<file path="config.mk">
export PLATFORM = sky130hd
export DESIGN_NAME = capr_back
export DESIGN_NICKNAME = d
export VERILOG_FILES = /design/src/hdl/capr_pkg.sv /design/src/hdl/capr_back.sv
export SDC_FILE = /design/constraint.sdc
export NUM_CORES = 1
export LEC_CHECK = 0
export BUFFER_PORTS_ARGS = -buffer_cell sky130_fd_sc_hd__buf_2
export CORE_MARGIN = 2
export CORE_UTILIZATION = 50
export DETAILED_ROUTE_END_ITERATION = 16
export PLACE_DENSITY = 0.77
export SYNTH_ARGS = -nofsm -noshare
export SYNTH_HDL_FRONTEND = slang
export SYNTH_SLANG_ARGS = --single-unit
</file>
<file path="constraint.sdc">
create_clock -name clk -period 16.85 [get_ports clk]
set_input_delay 2.5275 -clock clk [delete_from_list [all_inputs] [get_ports clk]]
set_output_delay 2.5275 -clock clk [all_outputs]
set_load 0.03 [all_outputs]
</file>
<file path="src/hdl/capr_pkg.sv">
// Shared types, codes and sizing constants for the checker pixel-to-RGB converter.
// Used by every module under hdl except capr_ram; depends on nothing.
`default_nettype none

package capr_pkg;

  // Sizing
  localparam int COORD_BITS = 12;
  localparam int PAL_DEPTH  = 256;
  localparam int PAL_AW     = $clog2(PAL_DEPTH);
  localparam logic [8:0] PAL_LIMIT = 9'(PAL_DEPTH);

  localparam logic [11:0] COORD_MASK =
    (COORD_BITS >= 12) ? 12'hFFF : 12'((32'd1 << COORD_BITS) - 32'd1);

  // Queue between front and back
  localparam int Q_DEPTH = 4;
  localparam int Q_AW    = $clog2(Q_DEPTH);
  localparam int Q_CW    = $clog2(Q_DEPTH + 1);
  localparam logic [Q_CW:0]   Q_LIMIT = (Q_CW + 1)'(Q_DEPTH);
  localparam logic [Q_AW-1:0] Q_LAST  = Q_AW'(Q_DEPTH - 1);

  // Result buffer in the back end
  localparam int OB_DEPTH = 4;
  localparam int OB_AW    = $clog2(OB_DEPTH);
  localparam int OB_CW    = $clog2(OB_DEPTH + 1);
  localparam logic [OB_CW:0]   OB_LIMIT = (OB_CW + 1)'(OB_DEPTH);
  localparam logic [OB_AW-1:0] OB_LAST  = OB_AW'(OB_DEPTH - 1);

  // Item modes
  localparam logic [1:0] MODE_PIXEL     = 2'd0;
  localparam logic [1:0] MODE_PAL_WRITE = 2'd1;
  localparam logic [1:0] MODE_PAL_CLEAR = 2'd2;

  // Pixel formats
  localparam logic [2:0] FMT_GRAY     = 3'd0;
  localparam logic [2:0] FMT_GRAYA    = 3'd1;
  localparam logic [2:0] FMT_RGB      = 3'd2;
  localparam logic [2:0] FMT_RGBA     = 3'd3;
  localparam logic [2:0] FMT_INDEXED  = 3'd4;
  localparam logic [2:0] FMT_INDEXEDA = 3'd5;

  // Result status
  localparam logic [1:0] ST_OK      = 2'd0;
  localparam logic [1:0] ST_NO_PAL  = 2'd1;
  localparam logic [1:0] ST_BAD_FMT = 2'd2;

  // Register indexes
  localparam logic [1:0] REG_CHECK_SIZE  = 2'd0;
  localparam logic [1:0] REG_CHECK_LIGHT = 2'd1;
  localparam logic [1:0] REG_CHECK_DARK  = 2'd2;

  // Register reset values
  localparam logic [11:0] CHECK_SIZE_RST  = 12'd8;
  localparam logic [7:0]  CHECK_LIGHT_RST = 8'd153;
  localparam logic [7:0]  CHECK_DARK_RST  = 8'd102;

  localparam logic [7:0] ALPHA_OPAQUE = 8'd255;

  typedef struct packed {
    logic [1:0]  mode;
    logic [2:0]  format;
    logic [7:0]  chan0;
    logic [7:0]  chan1;
    logic [7:0]  chan2;
    logic [7:0]  alpha;
    logic [11:0] row;
    logic [11:0] col;
    logic [7:0]  map_index;
    logic [7:0]  map_red;
    logic [7:0]  map_green;
    logic [7:0]  map_blue;
  } in_item_t;

  typedef struct packed {
    logic [7:0] out_red;
    logic [7:0] out_green;
    logic [7:0] out_blue;
    logic [1:0] status;
  } out_item_t;

  typedef struct packed {
    logic [11:0] check_size;
    logic [7:0]  check_light;
    logic [7:0]  check_dark;
  } cfg_t;

  // Classified pixel handed from front to back
  typedef struct packed {
    logic [1:0]  status;
    logic        use_pal;
    logic [7:0]  alpha;
    logic [7:0]  check;
    logic [7:0]  red;
    logic [7:0]  green;
    logic [7:0]  blue;
    logic [23:0] pal_rgb;
  } pix_cmd_t;

endpackage

`default_nettype wire

</file>
<file path="src/hdl/capr_back.sv">
// Back end: blends colour over the checker grey and buffers results.
// Depends on capr_pkg.
`default_nettype none

module capr_back (
  input  wire logic                      clk,
  input  wire logic                      rst_n,
  input  wire logic [capr_pkg::Q_CW-1:0] q_count,
  input  wire capr_pkg::pix_cmd_t        q_head,
  output logic                           q_pop,
  input  wire logic                      pop,
  output logic                           empty,
  output capr_pkg::out_item_t            out_data
);

  logic                            take;
  logic [capr_pkg::OB_CW:0]        ob_inflight;
  logic [7:0]                      colour [3];
  logic signed [9:0]               weight;
  logic signed [8:0]               diff [3];
  logic signed [18:0]              prod_nxt [3];
  logic signed [18:0]              p_prod_r [3];
  logic signed [18:0]              shifted [3];
  logic [7:0]                      p_check_r;
  logic [1:0]                      p_status_r;
  logic                            p_azero_r;
  logic                            p_valid_r;
  logic [7:0]                      res [3];
  capr_pkg::out_item_t             res_item;
  capr_pkg::out_item_t             ob_mem_r [capr_pkg::OB_DEPTH];
  logic [capr_pkg::OB_AW-1:0]      ob_wptr_r;
  logic [capr_pkg::OB_AW-1:0]      ob_wptr_nxt;
  logic [capr_pkg::OB_AW-1:0]      ob_rptr_r;
  logic [capr_pkg::OB_AW-1:0]      ob_rptr_nxt;
  logic [capr_pkg::OB_CW-1:0]      ob_count_r;
  logic [capr_pkg::OB_CW-1:0]      ob_count_nxt;
  logic                            ob_rd;

  // Take a pixel only when the result buffer has room for it
  assign ob_inflight = {1'b0, ob_count_r} + {{capr_pkg::OB_CW{1'b0}}, p_valid_r};
  assign take        = (q_count != '0) && (ob_inflight < capr_pkg::OB_LIMIT);
  assign q_pop       = take;

  // Select colour source and multiply the difference by alpha + 1
  assign colour[0] = q_head.use_pal ? q_head.pal_rgb[23:16] : q_head.red;
  assign colour[1] = q_head.use_pal ? q_head.pal_rgb[15:8]  : q_head.green;
  assign colour[2] = q_head.use_pal ? q_head.pal_rgb[7:0]   : q_head.blue;
  assign weight    = $signed({2'b00, q_head.alpha} + 10'd1);

  always_comb begin
    for (int i = 0; i < 3; i++) begin
      diff[i]     = $signed({1'b0, colour[i]}) - $signed({1'b0, q_head.check});
      prod_nxt[i] = diff[i] * weight;
    end
  end

  always_ff @(posedge clk) begin
    if (!rst_n) begin
      p_valid_r <= 1'b0;
    end else begin
      p_valid_r <= take;
    end
  end

  always_ff @(posedge clk) begin
    if (take) begin
      p_prod_r   <= prod_nxt;
      p_check_r  <= q_head.check;
      p_status_r <= q_head.status;
      p_azero_r  <= (q_head.alpha == 8'd0);
    end
  end

  // Finish the blend: check + floor(product / 256); check alone when alpha is zero, zero on a bad status
  always_comb begin
    for (int i = 0; i < 3; i++) begin
      shifted[i] = p_prod_r[i] >>> 8;
      if (p_status_r != capr_pkg::ST_OK) begin
        res[i] = 8'd0;
      end else if (p_azero_r) begin
        res[i] = p_check_r;
      end else begin
        res[i] = p_check_r + shifted[i][7:0];
      end
    end
    res_item.out_red   = res[0];
    res_item.out_green = res[1];
    res_item.out_blue  = res[2];
    res_item.status    = p_status_r;
  end

  // Result buffer
  assign empty = (ob_count_r == '0);
  assign ob_rd = pop && !empty;

  always_comb begin
    ob_wptr_nxt  = ob_wptr_r;
    ob_rptr_nxt  = ob_rptr_r;
    ob_count_nxt = ob_count_r;
    if (p_valid_r) begin
      ob_wptr_nxt = (ob_wptr_r == capr_pkg::OB_LAST) ? '0 : ob_wptr_r + 1'b1;
    end
    if (ob_rd) begin
      ob_rptr_nxt = (ob_rptr_r == capr_pkg::OB_LAST) ? '0 : ob_rptr_r + 1'b1;
    end
    if (p_valid_r && !ob_rd) begin
      ob_count_nxt = ob_count_r + 1'b1;
    end else if (ob_rd && !p_valid_r) begin
      ob_count_nxt = ob_count_r - 1'b1;
    end
  end

  always_ff @(posedge clk) begin
    if (!rst_n) begin
      ob_wptr_r  <= '0;
      ob_rptr_r  <= '0;
      ob_count_r <= '0;
    end else begin
      ob_wptr_r  <= ob_wptr_nxt;
      ob_rptr_r  <= ob_rptr_nxt;
      ob_count_r <= ob_count_nxt;
    end
  end

  always_ff @(posedge clk) begin
    if (p_valid_r) begin
      ob_mem_r[ob_wptr_r] <= res_item;
    end
  end

  assign out_data = ob_mem_r[ob_rptr_r];

endmodule

`default_nettype wire

</file>
=== Yosys cells after proc, flatten, opt, wreduce, memory -nomap -nowiden ===
Memories as Yosys holds them, arrays and structs flattened. A register that Yosys moved wholly into a read port is not among the register bits.
Index checks and enable logic that the tools add are counted.

* Order comparisons: 1
* Equal/unequal tests: 2
* Multiply operators: 3
* Multiplexer cells: 17
* Reductions and logical operators: 12
* Add/sub/neg operators: 12

{| class="wikitable"
|+ Operator list
! cell !! count
|-
| two-way mux 8 bit || 9
|-
| multiplier 9 x 10 -> 16 bit || 3
|-
| subtractor 8 x 8 -> 9 bit || 3
|-
| adder 8 bit || 3
|-
| adder 8 x 1 -> 9 bit, second input constant || 1
|-
| zero test 8 bit || 1
|-
| two-way mux 2 bit || 4
|-
| two-way mux 3 bit || 2
|-
| adder 2 x 1 -> 2 bit, second input constant || 2
|-
| adder 3 x 1 -> 4 bit || 1
|-
| == test 2 bit, second input constant || 2
|-
| logical AND 1 bit || 4
|-
| < comparator 4 x 3 -> 1 bit, second input constant || 1
|-
| nonzero test 2 bit || 2
|-
| adder 3 x 1 -> 3 bit, second input constant || 1
|-
| zero test 1 bit || 3
|-
| zero test 3 bit || 1
|-
| nonzero test 3 bit || 1
|-
| subtractor 3 x 1 -> 3 bit, second input constant || 1
|-
| two-way mux 1 bit || 2
|}

* RAM bits: 104
* Output and inout bits: 28
* Memories kept: 1
* Input port bits: 73
* Word-level logic and storage cells: 58
* Bits in registers: 67

{| class="wikitable"
|+ Memories
! name !! words !! bits a word !! read ports !! clocked after Yosys merged registers in !! wr ports !! line !! text
|-
| ob_mem_r || 4 || 26 || 1 || 1 || 1 || capr_back.sv:30 || <nowiki>capr_pkg::out_item_t ob_mem_r [capr_pkg::OB_DEPTH];</nowiki>
|}

=== Logic depth before layout (Yosys ltp) ===
* Depth after elaboration: 6
* Depth in mapped cells: 28
* Mapped depth without buffers: 26

=== Worst setup path before layout ===
No wires, ideal clock.

* Path kind: in2reg
* From: input q_head[64] (netlist name)
* To: register p_prod_r[52] (netlist name), data pin
* Library setup time: 0.258 ns
* Arrival time: 9.083 ns
* Required time: 16.592 ns
* Cell stages on the path: 28
* Setup slack: 7.509 ns
* Cells stage by stage: clkbuf_1 -> buf_1 -> mux2i_1 -> inv_1 -> ha_1 -> nor2b_1 -> o21ai_0 -> a21oi_1 -> o41ai_2 -> xor2_1 -> inv_1 -> nand2_1 -> fa_1 -> fa_1 -> inv_1 -> fa_1 -> fa_1 -> inv_1 -> fa_1 -> inv_1 -> ha_1 -> nand2_1 -> a2bb2oi_1 -> o211ai_1 -> o311ai_1 -> nand2b_1 -> a21oi_1 -> xnor2_1

{| class="wikitable"
|+ RTL lines
! what !! line !! text
|-
| start, declared || capr_back.sv:9 || <nowiki>input wire capr_pkg::pix_cmd_t q_head,</nowiki>
|-
| end signal, assigned || capr_back.sv:67 || <nowiki>p_prod_r <= prod_nxt;</nowiki>
|-
| end, declared || capr_back.sv:22 || <nowiki>logic signed [18:0] p_prod_r [3];</nowiki>
|}

==> flow_metrics.tcl <==
set metrics [dict create \
    ys.flop_type "edfxtp_1" \
    postRouteAntennaNets 0 \
    outcome "finished, final reports clean" \
    required_ns 17.02 \
    post-synth-top-count-cell "inv_1" \
    fin_crit_sh 0.561 \
    grt_max_degree 38 \
    rsz0062_at_grt "no" \
    drv_slew 0 \
    clkLatencyLatePin_ns 0.42 \
    cp-end-kind "flip-flop" \
    port_buffers 100 \
    initial_core_util 0.504 \
    dpl.cell_count 1828 \
    finClkSkew_ns 0.0104 \
    setup_viol 0 \
    synth_area_leaders "edfxtp_1 (28%), fa_1 (21%), ha_1 (14%)" \
    ys_seq_elements 149 \
    cts_hold_buf 0 \
    cp_top_family "adder cells" \
    ys_seq_area_frac 0.295 \
    min_path_type "reg -> reg" \
    yosysWarnings 0 \
    startpoint_type "input pin" \
    drive_gt1_frac 0.150 \
    fin_setup_tns_ns 0 \
    grt_pass1_vias 10300 \
    synth_top_area_share 0.282 \
    rows 63 \
    async_flop_share 0 \
    seq_area_um2 4380 \
    drt_iter0_markers 522 \
    grt-ovfl-total 0 \
    synth_enable_flop_cells 139 \
    post_cts_buffers 0 \
    synth_cells 1357 \
    die-width_um 176 \
    slew_headroom 0.246 \
    cts_sinks 149 \
    tritoncts "built" \
    multi_input_area_um2 9510 \
    min_period_ns 9.45 \
    syn-num-nets 1751 \
    core_area_um2 29400 \
    dr.pass1.iters 5 \
    drc 0 \
    num_vias 9976 \
    fp.dieH_um 176 \
    critPathArrivalTime_ns 9.62 \
    critPathBufInv 6 \
    tightest_slew_ns 1.13 \
    syn_avg_cell_area_um2 10.9 \
    slowest_stage "buf_2" \
    place_hpwl_mm 26.4 \
    finalHoldViolCount 0 \
    gp_congestion 0.924 \
    syn2layout_area_growth_pct 10.5 \
    grtUsageTotal 0.224 \
    synth_top_area_cell "edfxtp_1" \
    viasPerCell 5.36 \
    ys_types 60 \
    clockBufferDepth 2 \
    grt_pass1_wl_mm 53.7 \
    cts.clk_slew.worst_paths_ns 0.06 \
    cp_max_fo 24 \
    postCtsResizedCells 0 \
    instances_no_fill 1862 \
    fillers 2422 \
    slowest_delay_ns 0.58 \
    antenna_found_initial 2 \
    wirelength_mm 33.2 \
    synth.cells.most_frequent "inv_1 (215), ha_1 (167), fa_1 (154)" \
    cts_buffers 17 \
    ios 101 \
    fin_nets 1851 \
    cts_root_buffer "clkbuf_16" \
    wl_per_cell_um 17.9 \
    drv_cap 0 \
    cts-htree-levels 4 \
    worstSetupPathType "in -> reg" \
    synth_area_um2 14800 \
    fmax_mhz 106 \
    die_area_um2 31000 \
]
==> worst reg2reg max path: cells and delay by family, from the launching register on <==
kind                       cells  cell delay (ns)
DFF                            1             0.54
AOI/OAI and AO/OA              4             0.92
adders and majority gates      1             0.34
and+or+nand+nor                1             0.20
muxes                          2             0.65
==> area by class of cell <==
class | count | share of cell area
Antenna cell | 2 | 0.000306
Timing Repair Buffer | 116 | 0.0379
Sequential cell | 149 | 0.267
Clock inverter | 15 | 0.00849
Tap cell | 390 | 0.0298
Multi-Input combinational cell | 958 | 0.581
Clock buffer | 17 | 0.0260
Inverter | 215 | 0.0493
==> stage by stage <==
step	setup slack (ns)	area, um2	utilization	hold WS, ns
detailed placement	7.01	15800	0.537	0.558
global placement	7.27	15800	0.537	0.529
global route	6.96	16400	0.556	0.586
floorplan	7.51	14800	-	0.477
finish	7.40	16400	0.557	0.551
CTS	7.40	16400	0.556	0.564
==> cell usage in the layout (no fill, tap or decap), types with 4 or more instances in the layout <==
| cell | netlist | layout |
|---|---|---|
| and3_1 | 5 | 5 |
| buf_2 | 4 | 100 |
| edfxtp_1 | 139 | 139 |
| inv_1 | 215 | 215 |
| a21o_1 | 11 | 11 |
| mux4_2 | 26 | 26 |
| clkbuf_16 | 0 | 17 |
| mux2i_1 | 19 | 19 |
| xor2_1 | 31 | 30 |
| fa_1 | 154 | 154 |
| nor2_1 | 149 | 149 |
| and2_1 | 14 | 14 |
| nand2b_1 | 64 | 64 |
| or3_1 | 6 | 6 |
| nor2b_1 | 11 | 11 |
| buf_4 | 2 | 16 |
| ha_1 | 167 | 167 |
| a31oi_1 | 4 | 4 |
| xnor2_1 | 59 | 58 |
| a21oi_1 | 53 | 53 |
| o21ai_0 | 17 | 17 |
| o21bai_1 | 8 | 8 |
| mux2_2 | 18 | 18 |
| nor3_1 | 12 | 12 |
| nand2_1 | 73 | 73 |
| or2_2 | 8 | 8 |
| inv_6 | 0 | 6 |
| dfxtp_1 | 10 | 9 |
==> per-layer routing <==
metal / share of wire / up-vias / global-route usage / wire (um)
li1: - / 4675 / - / -
met1: 0.41 / 4901 / 0.281 / 13600
met2: 0.49 / 330 / 0.389 / 16400
met3: 0.060 / 70 / 0.0405 / 2000
met4: 0.035 / 0 / 0.0795 / 1160
met5: 0 / - / 0 / 0
==> cells by family (layout without fill, tap and decap cells) <==
kind of cell | Yosys count | after routing | share of synthesized area
multiplexers | 63 | 63 | 0.0661
other | 0 | 2 | 0
adder cells (fa/ha/maj) | 321 | 321 | 0.349
flip-flops | 149 | 149 | 0.295
buffers and inverters | 250 | 363 | 0.0647
AND/OR/NAND/NOR | 363 | 363 | 0.119
XOR/XNOR | 91 | 91 | 0.0551
AO/OA/AOI/OAI | 120 | 120 | 0.0506
==> final timing paths <==
kind	from	end	slack [ns]	depth (start not counted)
min reg2reg	ob_rptr_r[1]$_SDFFE_PN0P_	ob_rptr_r[1]$_SDFFE_PN0P_	0.55	2
max reg2reg	p_check_r[1]$_DFFE_PP_	ob_mem_r[3][9]$_DFFE_PP_	13.99	8
min	ob_rptr_r[1]$_SDFFE_PN0P_	ob_rptr_r[1]$_SDFFE_PN0P_	0.55	2
max	q_head[64]	p_prod_r[52]$_DFFE_PP_	7.40	27
==> state kept, by name, indices dropped and copies added, names as in the netlist, named ones only <==
signal and flops:
p_prod_r 24, p_valid_r 1, p_azero_r 1, ob_count_r 3
ob_mem_r 104, p_check_r 8, ob_rptr_r 2, ob_wptr_r 2
p_status_r 2
Power is not shown: default switching activity piles up to over one toggle a cycle in this logic, so the estimate is an artifact.
