==> config.mk <==
export PLATFORM = sky130hd
export DESIGN_NAME = capr_queue
export DESIGN_NICKNAME = d
export VERILOG_FILES = /design/src/hdl/capr_pkg.sv /design/src/hdl/capr_queue.sv
export SDC_FILE = /design/constraint.sdc
export NUM_CORES = 1
export LEC_CHECK = 0
export BUFFER_PORTS_ARGS = -buffer_cell sky130_fd_sc_hd__buf_2
export CAP_MARGIN = 20
export CORE_MARGIN = 1
export CORE_UTILIZATION = 54
export CTS_CLUSTER_SIZE = 20
export DETAILED_ROUTE_END_ITERATION = 10
export PLACE_DENSITY = 0.78
export SETUP_SLACK_MARGIN = 0.02
export SKIP_CTS_REPAIR_TIMING = 1
export SLEW_MARGIN = 25
export SYNTH_ARGS = -nofsm -noshare
export SYNTH_HDL_FRONTEND = slang
export SYNTH_SLANG_ARGS = --single-unit
==> constraint.sdc <==
create_clock -name clk -period 3.7 [get_ports clk]
set_input_delay 0.37 -clock clk [delete_from_list [all_inputs] [get_ports clk]]
set_output_delay 0.37 -clock clk [all_outputs]
set_load 0.03 [all_outputs]
==> src/hdl/capr_pkg.sv <==
// Shared types, codes and sizing constants for the checker pixel-to-RGB converter.
// Used by every module under hdl except capr_ram; depends on nothing.
`default_nettype none

package capr_pkg;

  // Sizing
  localparam int COORD_BITS = 12;
  localparam int PAL_DEPTH  = 256;
  localparam int PAL_AW     = $clog2(PAL_DEPTH);
  localparam logic [8:0] PAL_LIMIT = 9'(PAL_DEPTH);

  localparam logic [11:0] COORD_MASK =
    (COORD_BITS >= 12) ? 12'hFFF : 12'((32'd1 << COORD_BITS) - 32'd1);

  // Queue between front and back
  localparam int Q_DEPTH = 4;
  localparam int Q_AW    = $clog2(Q_DEPTH);
  localparam int Q_CW    = $clog2(Q_DEPTH + 1);
  localparam logic [Q_CW:0]   Q_LIMIT = (Q_CW + 1)'(Q_DEPTH);
  localparam logic [Q_AW-1:0] Q_LAST  = Q_AW'(Q_DEPTH - 1);

  // Result buffer in the back end
  localparam int OB_DEPTH = 4;
  localparam int OB_AW    = $clog2(OB_DEPTH);
  localparam int OB_CW    = $clog2(OB_DEPTH + 1);
  localparam logic [OB_CW:0]   OB_LIMIT = (OB_CW + 1)'(OB_DEPTH);
  localparam logic [OB_AW-1:0] OB_LAST  = OB_AW'(OB_DEPTH - 1);

  // Item modes
  localparam logic [1:0] MODE_PIXEL     = 2'd0;
  localparam logic [1:0] MODE_PAL_WRITE = 2'd1;
  localparam logic [1:0] MODE_PAL_CLEAR = 2'd2;

  // Pixel formats
  localparam logic [2:0] FMT_GRAY     = 3'd0;
  localparam logic [2:0] FMT_GRAYA    = 3'd1;
  localparam logic [2:0] FMT_RGB      = 3'd2;
  localparam logic [2:0] FMT_RGBA     = 3'd3;
  localparam logic [2:0] FMT_INDEXED  = 3'd4;
  localparam logic [2:0] FMT_INDEXEDA = 3'd5;

  // Result status
  localparam logic [1:0] ST_OK      = 2'd0;
  localparam logic [1:0] ST_NO_PAL  = 2'd1;
  localparam logic [1:0] ST_BAD_FMT = 2'd2;

  // Register indexes
  localparam logic [1:0] REG_CHECK_SIZE  = 2'd0;
  localparam logic [1:0] REG_CHECK_LIGHT = 2'd1;
  localparam logic [1:0] REG_CHECK_DARK  = 2'd2;

  // Register reset values
  localparam logic [11:0] CHECK_SIZE_RST  = 12'd8;
  localparam logic [7:0]  CHECK_LIGHT_RST = 8'd153;
  localparam logic [7:0]  CHECK_DARK_RST  = 8'd102;

  localparam logic [7:0] ALPHA_OPAQUE = 8'd255;

  typedef struct packed {
    logic [1:0]  mode;
    logic [2:0]  format;
    logic [7:0]  chan0;
    logic [7:0]  chan1;
    logic [7:0]  chan2;
    logic [7:0]  alpha;
    logic [11:0] row;
    logic [11:0] col;
    logic [7:0]  map_index;
    logic [7:0]  map_red;
    logic [7:0]  map_green;
    logic [7:0]  map_blue;
  } in_item_t;

  typedef struct packed {
    logic [7:0] out_red;
    logic [7:0] out_green;
    logic [7:0] out_blue;
    logic [1:0] status;
  } out_item_t;

  typedef struct packed {
    logic [11:0] check_size;
    logic [7:0]  check_light;
    logic [7:0]  check_dark;
  } cfg_t;

  // Classified pixel handed from front to back
  typedef struct packed {
    logic [1:0]  status;
    logic        use_pal;
    logic [7:0]  alpha;
    logic [7:0]  check;
    logic [7:0]  red;
    logic [7:0]  green;
    logic [7:0]  blue;
    logic [23:0] pal_rgb;
  } pix_cmd_t;

endpackage

`default_nettype wire

==> src/hdl/capr_queue.sv <==
// Short queue of classified pixels between front and back end.
// Depends on capr_pkg.
`default_nettype none

module capr_queue (
  input  wire logic                      clk,
  input  wire logic                      rst_n,
  input  wire logic                      wr_en,
  input  wire capr_pkg::pix_cmd_t        wr_data,
  input  wire logic                      rd_en,
  output capr_pkg::pix_cmd_t             head,
  output logic [capr_pkg::Q_CW-1:0]      count
);

  capr_pkg::pix_cmd_t              mem_r [capr_pkg::Q_DEPTH];
  logic [capr_pkg::Q_AW-1:0]       wptr_r;
  logic [capr_pkg::Q_AW-1:0]       wptr_nxt;
  logic [capr_pkg::Q_AW-1:0]       rptr_r;
  logic [capr_pkg::Q_AW-1:0]       rptr_nxt;
  logic [capr_pkg::Q_CW-1:0]       count_r;
  logic [capr_pkg::Q_CW-1:0]       count_nxt;

  // Advance pointers and count
  always_comb begin
    wptr_nxt  = wptr_r;
    rptr_nxt  = rptr_r;
    count_nxt = count_r;
    if (wr_en) begin
      wptr_nxt = (wptr_r == capr_pkg::Q_LAST) ? '0 : wptr_r + 1'b1;
    end
    if (rd_en) begin
      rptr_nxt = (rptr_r == capr_pkg::Q_LAST) ? '0 : rptr_r + 1'b1;
    end
    if (wr_en && !rd_en) begin
      count_nxt = count_r + 1'b1;
    end else if (rd_en && !wr_en) begin
      count_nxt = count_r - 1'b1;
    end
  end

  always_ff @(posedge clk) begin
    if (!rst_n) begin
      wptr_r  <= '0;
      rptr_r  <= '0;
      count_r <= '0;
    end else begin
      wptr_r  <= wptr_nxt;
      rptr_r  <= rptr_nxt;
      count_r <= count_nxt;
    end
  end

  always_ff @(posedge clk) begin
    if (wr_en) begin
      mem_r[wptr_r] <= wr_data;
    end
  end

  assign head  = mem_r[rptr_r];
  assign count = count_r;

endmodule

`default_nettype wire

; ---- After elaboration in Yosys (flattened, before gate mapping)
; Memories as Yosys holds them, arrays and structs flattened. A register that Yosys moved wholly into a read port is not among the register bits.
; Index checks and enable logic that the tools add are counted.
[totals]
regBits = 7
ram_bits = 268
in_bits = 71
output_inout_bits = 70
elab_cells = 23
n_memories = 1
[memory_table]
columns = name, words, word_bits, rd, rd_clocked_by_memory_dff, write_ports, line
row1 = mem_r, 4, 67, 1, 1, 1, capr_queue.sv:15  ; capr_pkg::pix_cmd_t mem_r [capr_pkg::Q_DEPTH];
[op_classes]
addsub = 4
n_eq_ne = 2
n_mux = 8
reduce_logical = 5
[ops]
columns = op, count
row1 = 2-to-1 mux 2 bit, 4
row2 = 2-to-1 mux 3 bit, 2
row3 = adder 2 x 1 -> 2 bit (second input constant), 2
row4 = equality test 2 bit (second input constant), 2
row5 = adder 3 x 1 -> 3 bit (second input constant), 1
row6 = subtractor 3 x 1 -> 3 bit (second input constant), 1
row7 = logical AND 1 bit, 2
row8 = zero test 1 bit, 2
row9 = 2-to-1 mux 1 bit, 2
row10 = nonzero test 2 bit, 1

; ---- Depth between registers and ports, before layout
; Gate-level depths: netlist of run 1.
[logic_depth]
word_depth = 4
mapped_depth = 7
ltp_nobuf = 7

; ---- Worst setup path before layout of run 1
; No wires, ideal clock.
[synth_timing]
path_type = register -> register
start = reg wptr_r[0] (netlist name)
end = mem mem_r[3][0] (netlist name), enable pin
setup_ps = 432
arrival_time_ps = 2121
t_required_ps = 3268
path_slack_ps = 1147
path_stages_with_launch = 3
path_buffers = 0
synth_period_minus_slack_ps = 2553
cell_sequence = dfxtp_1 -> ha_1 -> and2_1
[synth_lines]
columns = item, line
row1 = start: declaration, capr_queue.sv:16  ; logic [capr_pkg::Q_AW-1:0] wptr_r;
row2 = start signal: assignment, capr_queue.sv:47  ; wptr_r <= wptr_nxt;
row3 = end: declaration, capr_queue.sv:15
; Straight into the memory's write port.

==> summary by stage, run 1 <==
Timing
Setup repair after global routing left no endpoint under its margin. Dividing the final minimum period by the clock period gives 72.7%. The number of hold-slack violations in the final timing report is 0.

The minimum period implied by the final worst setup slack is 2690 ps. Based on the critical path, the design can be clocked at up to 372 MHz. The relative max-transition margin is 32.6%.

The actual slew at the worst max-slew pin is 1010 ps. The setup total negative slack is 0 ps. The number of max-slew violations in the final report is 0. Setup violations remaining at the end of the flow were counted as 0. The final clock skew is 11.3 ps.

Setup path
The maximum fanout count along the critical path is 27. The critical path buffer and inverter count is 2. The largest stage delay on the critical path is 700 ps.

For the worst setup path, the data arrival time is 2320 ps. The cell family contributing the most delay on the critical path is flip-flops. Data on the critical path is required at its endpoint by 3330 ps.

The critical path is of the reg2out type. The signal on the critical path passes through buf_4 -> mux4_2 -> buf_2. STA classifies the critical path endpoint as an output pin. The cell with the biggest individual delay on the critical path is dfxtp_4. The worst setup path is launched from a flip-flop.

Logic synthesis
Summing every instance area after synthesis gives 10,100 um^2. Synthesis produced a netlist with a net count of 470. The cell count after synthesis came out at 392.

Counting distinct cell types in the post-synthesis netlist gives 22. Dividing the synthesized area by the synthesized cell count gives 25.9 um^2. The total of flip-flops plus latches after synthesis is 277. The Yosys step of the flow raised 0 warnings. The share of the Yosys chip area taken by registers is 81.1%.

Clocking
Clock tree synthesis inserted a total of 28 buffers. The maximum root-to-sink buffer count is 3. TritonCTS built the clock tree. In this run the number of H-tree levels came out at 1. Clock tree synthesis selected as its root buffer the cell clkbuf_16. The later pin in the worst-skew pair is clocked with a latency of 530 ps. The CTS clock-pin slew for the worst setup and hold paths is 60 ps. For this design, the sink count on the clock tree is 277.

Placed design
Port buffering added 140 buffers. The total instance count after detailed placement is 749. After legalization and detailed placement, the total HPWL measured 10.2 mm. The final estimated routing congestion in global placement is 0.718.

Finish
The final cell count without fillers is 807. The number of nets at the end of the flow is 632. From synthesis to final layout, the design area changed by 19.3%. The post-route netlist has 45.0% of its cells at a drive strength greater than 1.

Floorplan
From left edge to right edge, the die measures 139 um. The die is 139 um tall. The core region is 18,200 um^2.

During I/O placement, the number of pins put on the boundary was 141. For this configuration, the core starts out at a cell density of 55.7%. The row count is 49.

The die outline area is 19,300 um^2.

Global routing
The initial antenna violation count came to 4. The first global-routing pass estimated 27.9 mm of wire. The via count of the first global-routing pass came to 5,005. The sum of overflow across all layers after global routing is 0. In the global route stage, overall resource usage came out at 19.0%.

Entering global routing, the biggest net connects 68 pins.

Drt
The wire length per cell is 21.9 um. The initial DRC count is 237. After detailed routing, the number of remaining DRC violations is 20. Summing over every cut layer, the via total after detailed routing is 4,536. The residual antenna-violating net count after detailed routing is 0.

The sum of routed wire length over all layers is 17.7 mm. After detailed routing, the number of vias per cell comes to 5.62. The first detailed-routing pass ran for 11 iterations.

Pwr
In this run the power density over the cells is 599 nW/um^2. The analysis attributes to cell leakage a power of 4.12 nW. VDD sags by at most 0.741 mV.

Flow run
Across the run, the number of max-cap violations was 0.

Hold path
In this run the worst hold path is classified as in2reg.

Run status
The checks that failed: DRC. The run finished, with violations left.
[per-layer routing]
metal	global-route usage, %	vias to the layer above	routed length (um)
met4	4.91	2	323
met3	5.94	23	1490
met2	30.8	164	8520
met1	25.5	2338	7350
met5	0	-	13
li1	-	2009	-
[placed cells by master, fill, tap and decap left out, drive strengths merged]
master  instances
o21a            1
xor2            1
fa              1
o21ai           1
nor3            1
edfxtp        268
inv             5
diode           3
xnor2           1
mux2i           4
dfxtp           9
mux4           67
nor2b           5
nor2            1
clkinv         13
bufinv          5
clkbuf         32
or3             1
ha              6
a21boi          1
and2            5
buf           147
[synth_stat cells]
| library cell | number | area (um^2) |
|---|---|---|
| inv_1 | 4 | 15.0 |
| fa_1 | 1 | 20.0 |
| buf_2 | 4 | 20.0 |
| or3_1 | 1 | 6.26 |
| nor2_1 | 1 | 3.75 |
| xnor2_1 | 1 | 8.76 |
| o21ai_0 | 1 | 5.00 |
| edfxtp_1 | 268 | 8050 |
| nor3_1 | 1 | 5.00 |
| buf_1 | 3 | 11.3 |
| o21a_1 | 1 | 7.51 |
| a21boi_0 | 1 | 7.51 |
| mux4_2 | 67 | 1510 |
| dfxtp_1 | 9 | 180 |
| ha_1 | 6 | 75.1 |
| buf_4 | 3 | 22.5 |
| buf_6 | 1 | 11.3 |
| mux2i_1 | 4 | 40.0 |
| nor2b_1 | 5 | 31.3 |
| buf_12 | 4 | 80.1 |
| and2_1 | 5 | 31.3 |
| xor2_1 | 1 | 8.76 |
[path summary, 6_finish.rpt]
kind                           from                      to  slack, ps  depth (start not counted)
max                       flip-flop                head[32]       1010                          3
min                     wr_data[55]  mem_r[0][55]$_DFFE_PP_         50                          1
max reg2reg  wptr_r[0]$_SDFFE_PN0P_  mem_r[0][36]$_DFFE_PP_       1880                          4
min reg2reg   count[2]$_SDFFE_PN0P_   count[2]$_SDFFE_PN0P_        510                          2
[power breakdown]
part	internal [W]	switching (W)
combinational	0.000273	0.000441
sequential	0.00359	0.0000708
clock	0.00177	0.00110
total	0.00563	0.00161
[kinds of logic after synthesis]
logic type                 share of synthesized area [%]
AOI/OAI and AO/OA                                  0.197
xor gates and xnor gates                           0.173
adders and majority gates                          0.937
buffers and inverters                               1.58
DFF                                                 81.1
muxes                                               15.3
and+or+nand+nor                                    0.764
[area by class of cell]
class | instances | area, um^2
sequential | 277 | 8240
fill | 1175 | 6110
multi-input combinational | 96 | 1770
timing repair buffer | 147 | 838
clock buffer | 32 | 737
tap | 229 | 287
clock inverter | 19 | 213
inverter | 4 | 15.0
antenna | 3 | 7.51
[state kept, by name, summed over array words and instances (netlist names), named ones only]
name	flops
rptr_r	2
count	3
wptr_r	2
mem_r	268
[stage by stage]
stage / power [W] / area [um^2] / worst slack, ps / hold slack, ps / utilization [%]
after CTS: 0.00729 / 12000 / 921 / 36.8 / 65.9
final: 0.00724 / 12100 / 1010 / 53.9 / 66.5
after floorplan: 0.00421 / 10100 / 1150 / 469 / -
after global placement: 0.00441 / 11000 / 1500 / 473 / 60.6
after detailed placement: 0.00444 / 11000 / 1470 / 504 / 60.6
after global routing: 0.00747 / 12100 / 827 / 42.0 / 66.4
Power figures use the tool's default switching activity.
==> inputs of run 2 (changes only) <==
- ABC_AREA: not set -> 1
- CORE_UTILIZATION: 54 -> 51
- PLACE_DENSITY: 0.78 -> 0.77
- clock period: 3.7 -> 2.45 ns (I/O delays scaled with it)
==> run 2 against run 1 <==
Against the previous run: the run now ends clean; core utilization fell by 1.3 points; clock skew up 2.2 ps; clock-buffer cell count up 2; power increased by 50%; design area up 6.2%; non-clock buffer count is 74 higher; clock power up 41%; sequential power increased by 50%; largest cell class unchanged; largest power group unchanged.
==> summary by stage, run 2 <==
Timing
The minimum period implied by the final worst setup slack is 2290 ps. The final clock period utilization by the worst path is 93.4%. The achievable frequency is 437 MHz. The final clock skew is 13.5 ps.

The setup total negative slack is 0 ps. The relative max-transition margin is 58.3%. The number of hold-slack violations in the final timing report came to 0.

Setup violations remaining at the end of the flow were counted as 0. Setup repair after global routing left no endpoint under its margin. The number of max-slew violations in the final report is 0. Hold is met by 9.82 ps.

At the pin with the least slew margin, the transition time is 626 ps.

Drt
The first detailed-routing pass ran for 4 iterations. The routed via count is 6,439. The wire length per cell is 18.1 um.

The number of vias per cell after detailed routing is 5.39. After detailed routing, the met3 layer carries 1.25 mm of wire. Wire segments on met2 add up to 10.9 mm in the final route. The sum of routed wire length over all layers is 21.6 mm. After the first detailed-routing iteration, the DRC count stood at 491. The number of DRC violations after detailed routing is 0. Signal routing reaches up to met4.

For this block, wires on met1 add up to 9.10 mm. The residual antenna-violating net count after detailed routing is 0.

Global routing
The initial antenna violation count was 0. The first global-routing pass estimated 31.2 mm of wire. The via count of the first global-routing pass is 6,037. Summed over all layers, the global routing overflow is 0. The overall global routing resource usage is 19.9%. The largest net degree at the start of global routing is 135.

Clocking
The maximum root-to-sink buffer count is 3. The CTS H-tree depth is 1. The later pin in the worst-skew pair is clocked with a latency of 520 ps. In this run, CTS created clock tree buffers numbering 27. The tree built by TritonCTS fans out to 277 sinks. The root buffer cell chosen for the clock tree is clkbuf_16. The CTS clock-pin slew for the worst setup and hold paths is 60 ps.

The CTS tree is done.

Setup path
The kind of cell with the highest combined delay along the critical path is buffers and inverters. The maximum fanout count along the critical path is 22. The worst setup path is launched from a flip-flop. The number of buffers and inverters on the critical path is 2. The slowest stage of the critical path belongs to the cell dfxtp_4. By startpoint and endpoint, the worst setup path is classified as reg2out. The required time of the critical path is 2200 ps. The signal on the critical path passes through buf_4 -> o21ai_0 -> o22ai_1 -> buf_2.

The endpoint arrival time on the critical path is 2040 ps. STA classifies the critical path endpoint as an output pin. The largest single stage delay on the critical path is 540 ps. The worst reg2reg path startpoint is wptr_r[0]$_SDFFE_PN0P_.

Logic synthesis
The net count after synthesis is 783. By count the netlist is led by 268 x edfxtp_1, 142 x nor2_1, 134 x o21ai_0, 67 x o22ai_1, 14 x inv_1. Yosys mapped the design onto 24 distinct sky130hd cell types. The mean cell area of the mapped netlist is 14.8 um^2. Summed over all instances, the cell type with the most area after synthesis is edfxtp_1. The share of the yosys chip area belonging to registers is 79.1%. The area share of the largest cell type after synthesis is 77.4%. The cell area that synthesis handed to floorplanning was 10,400 um^2. After synthesis the netlist holds a flip-flop and latch count of 277. In the post-synthesis netlist, the cell with the most instances is edfxtp_1.

In the post-synthesis netlist, the biggest area contributors are edfxtp_1 77%, o21ai_0 6.4%, nor2_1 5.1%, o22ai_1 4.0%, dfxtp_1 1.7%. For this run, asynchronously set or reset flops after synthesis account for 0%. During synthesis, Yosys emitted a total of 0 warnings. The most frequently used flop master after synthesis is edfxtp_1. After technology mapping, the gate count stands at 705. The synthesized design contains 268 enable-type register cells.

Placed design
After legalization and detailed placement, the total HPWL measured 11.4 mm. The congestion estimate from routability-driven global placement came to 0.765. After detailed placement, the total cell area comes to 11,300 um^2. The number of port buffers is 140.

Floorplan
The core area is 19,700 um^2. The floorplan step defined a die boundary enclosing 21,000 um^2. The die is 145 um wide. The number of top-level pins is 141.

The floorplan has 51 rows. The die outline height is 145 um. The initial cell density of the core is 52.8%.

Finish
The relative area change from synthesis to final layout is 23.6%. Once layout is done, the placed cells without fillers occupy 12,900 um^2. Measured on the finished design, the core utilization comes to 65.2%. The fraction of final layout cells sized beyond drive strength 1 is 21.4%. The number of nets at the end of the flow is 990. The filler cell count in the final layout is 1,418. The repair_antennas step left the layout with diodes totalling 0.

The flip-flop count of the largest register, all copies and words added is 268. The register name with the most flops is mem_r. Leaving out fill and tap cells, the most frequent cell in the layout is edfxtp_1. The library cells used most frequently in the layout, excluding fill and tap cells, are 268 x edfxtp_1, 142 x nor2_1, 140 x buf_2.

Hold path
The tightest min-delay check is of the in2reg type. The startpoint of the most critical hold path is rst_n.

Pwr
The total power density per cell area is 846 nW/um^2. The worst ir drop on vdd is 0.608 mV. The power consumption is 0.0109 W. The cell leakage power is 4.60 nW.

Run status
The flow ran to the end, and the final reports show no timing, DRC or antenna violations.

Flow run
Max-cap violations in this run came to 0.
-- run 2: cell count changes after synthesis, moves of 5 or more --
cell,previous run,this run
and2_1,5,0
buf_6,1,10
clkbuf_1,0,10
clkbuf_2,0,7
clkbuf_4,0,7
inv_1,4,14
mux4_2,67,0
nand2_1,0,8
nor2_1,1,142
nor2b_1,5,0
o21ai_0,1,134
o22ai_1,0,67
-- run 2: final timing paths --
path                            end  slack (ps)  cells after the start
max                        head[63]         160                      4
min           count[2]$_SDFFE_PN0P_          10                      3
max reg2reg  mem_r[3][51]$_DFFE_PP_         810                      4
min reg2reg   count[1]$_SDFFE_PN0P_         530                      2
-- run 2: cells by family after synthesis --
logic type      share of synthesized area [%]
flops                                    79.1
xor+xnor                               0.0842
buf+inv                                  3.51
fa+ha+maj                               0.914
compound gates                           10.8
simple gates                             5.62
-- run 2: metrics by stage --
step | std cells | worst slack (ps)
finish | 1195 | 162
detailed placement | 1080 | 507
floorplan | 705 | 137
global route | 1195 | 56.3
global placement | 1080 | 545
CTS | 1127 | -121
-- run 2: worst reg2reg max path, cell delays in order, from the launching register on --
cell and delay (ps):
dfxtp_1 400, ha_1 190, nand2_1 80, clkinv_2 220, buf_12 360
-- run 2: area by class of cell --
type	count	area [um^2]	area share (%)
Clock buffer	34	712	5.54
Clock inverter	13	160	1.25
Inverter	16	81.3	0.633
Multi-Input combinational cell	369	1810	14.1
Sequential cell	277	8230	64.1
Tap cell	265	332	2.58
Timing Repair Buffer	221	1530	11.9
-- run 2: per-layer routing --
layer  global-route usage, %  up-vias
met1                    25.3     3165
met2                    34.3      191
met5                       0        -
met3                    4.05       30
li1                        -     3053
met4                    5.93        0
-- run 2: power breakdown --
part | switching [W] | total [W] | leakage [nW] | internal (W)
clock network | 0.00160 | 0.00406 | 0.429 | 0.00246
registers | 0.0000645 | 0.00548 | 2.54 | 0.00541
logic | 0.000931 | 0.00134 | 1.63 | 0.000405
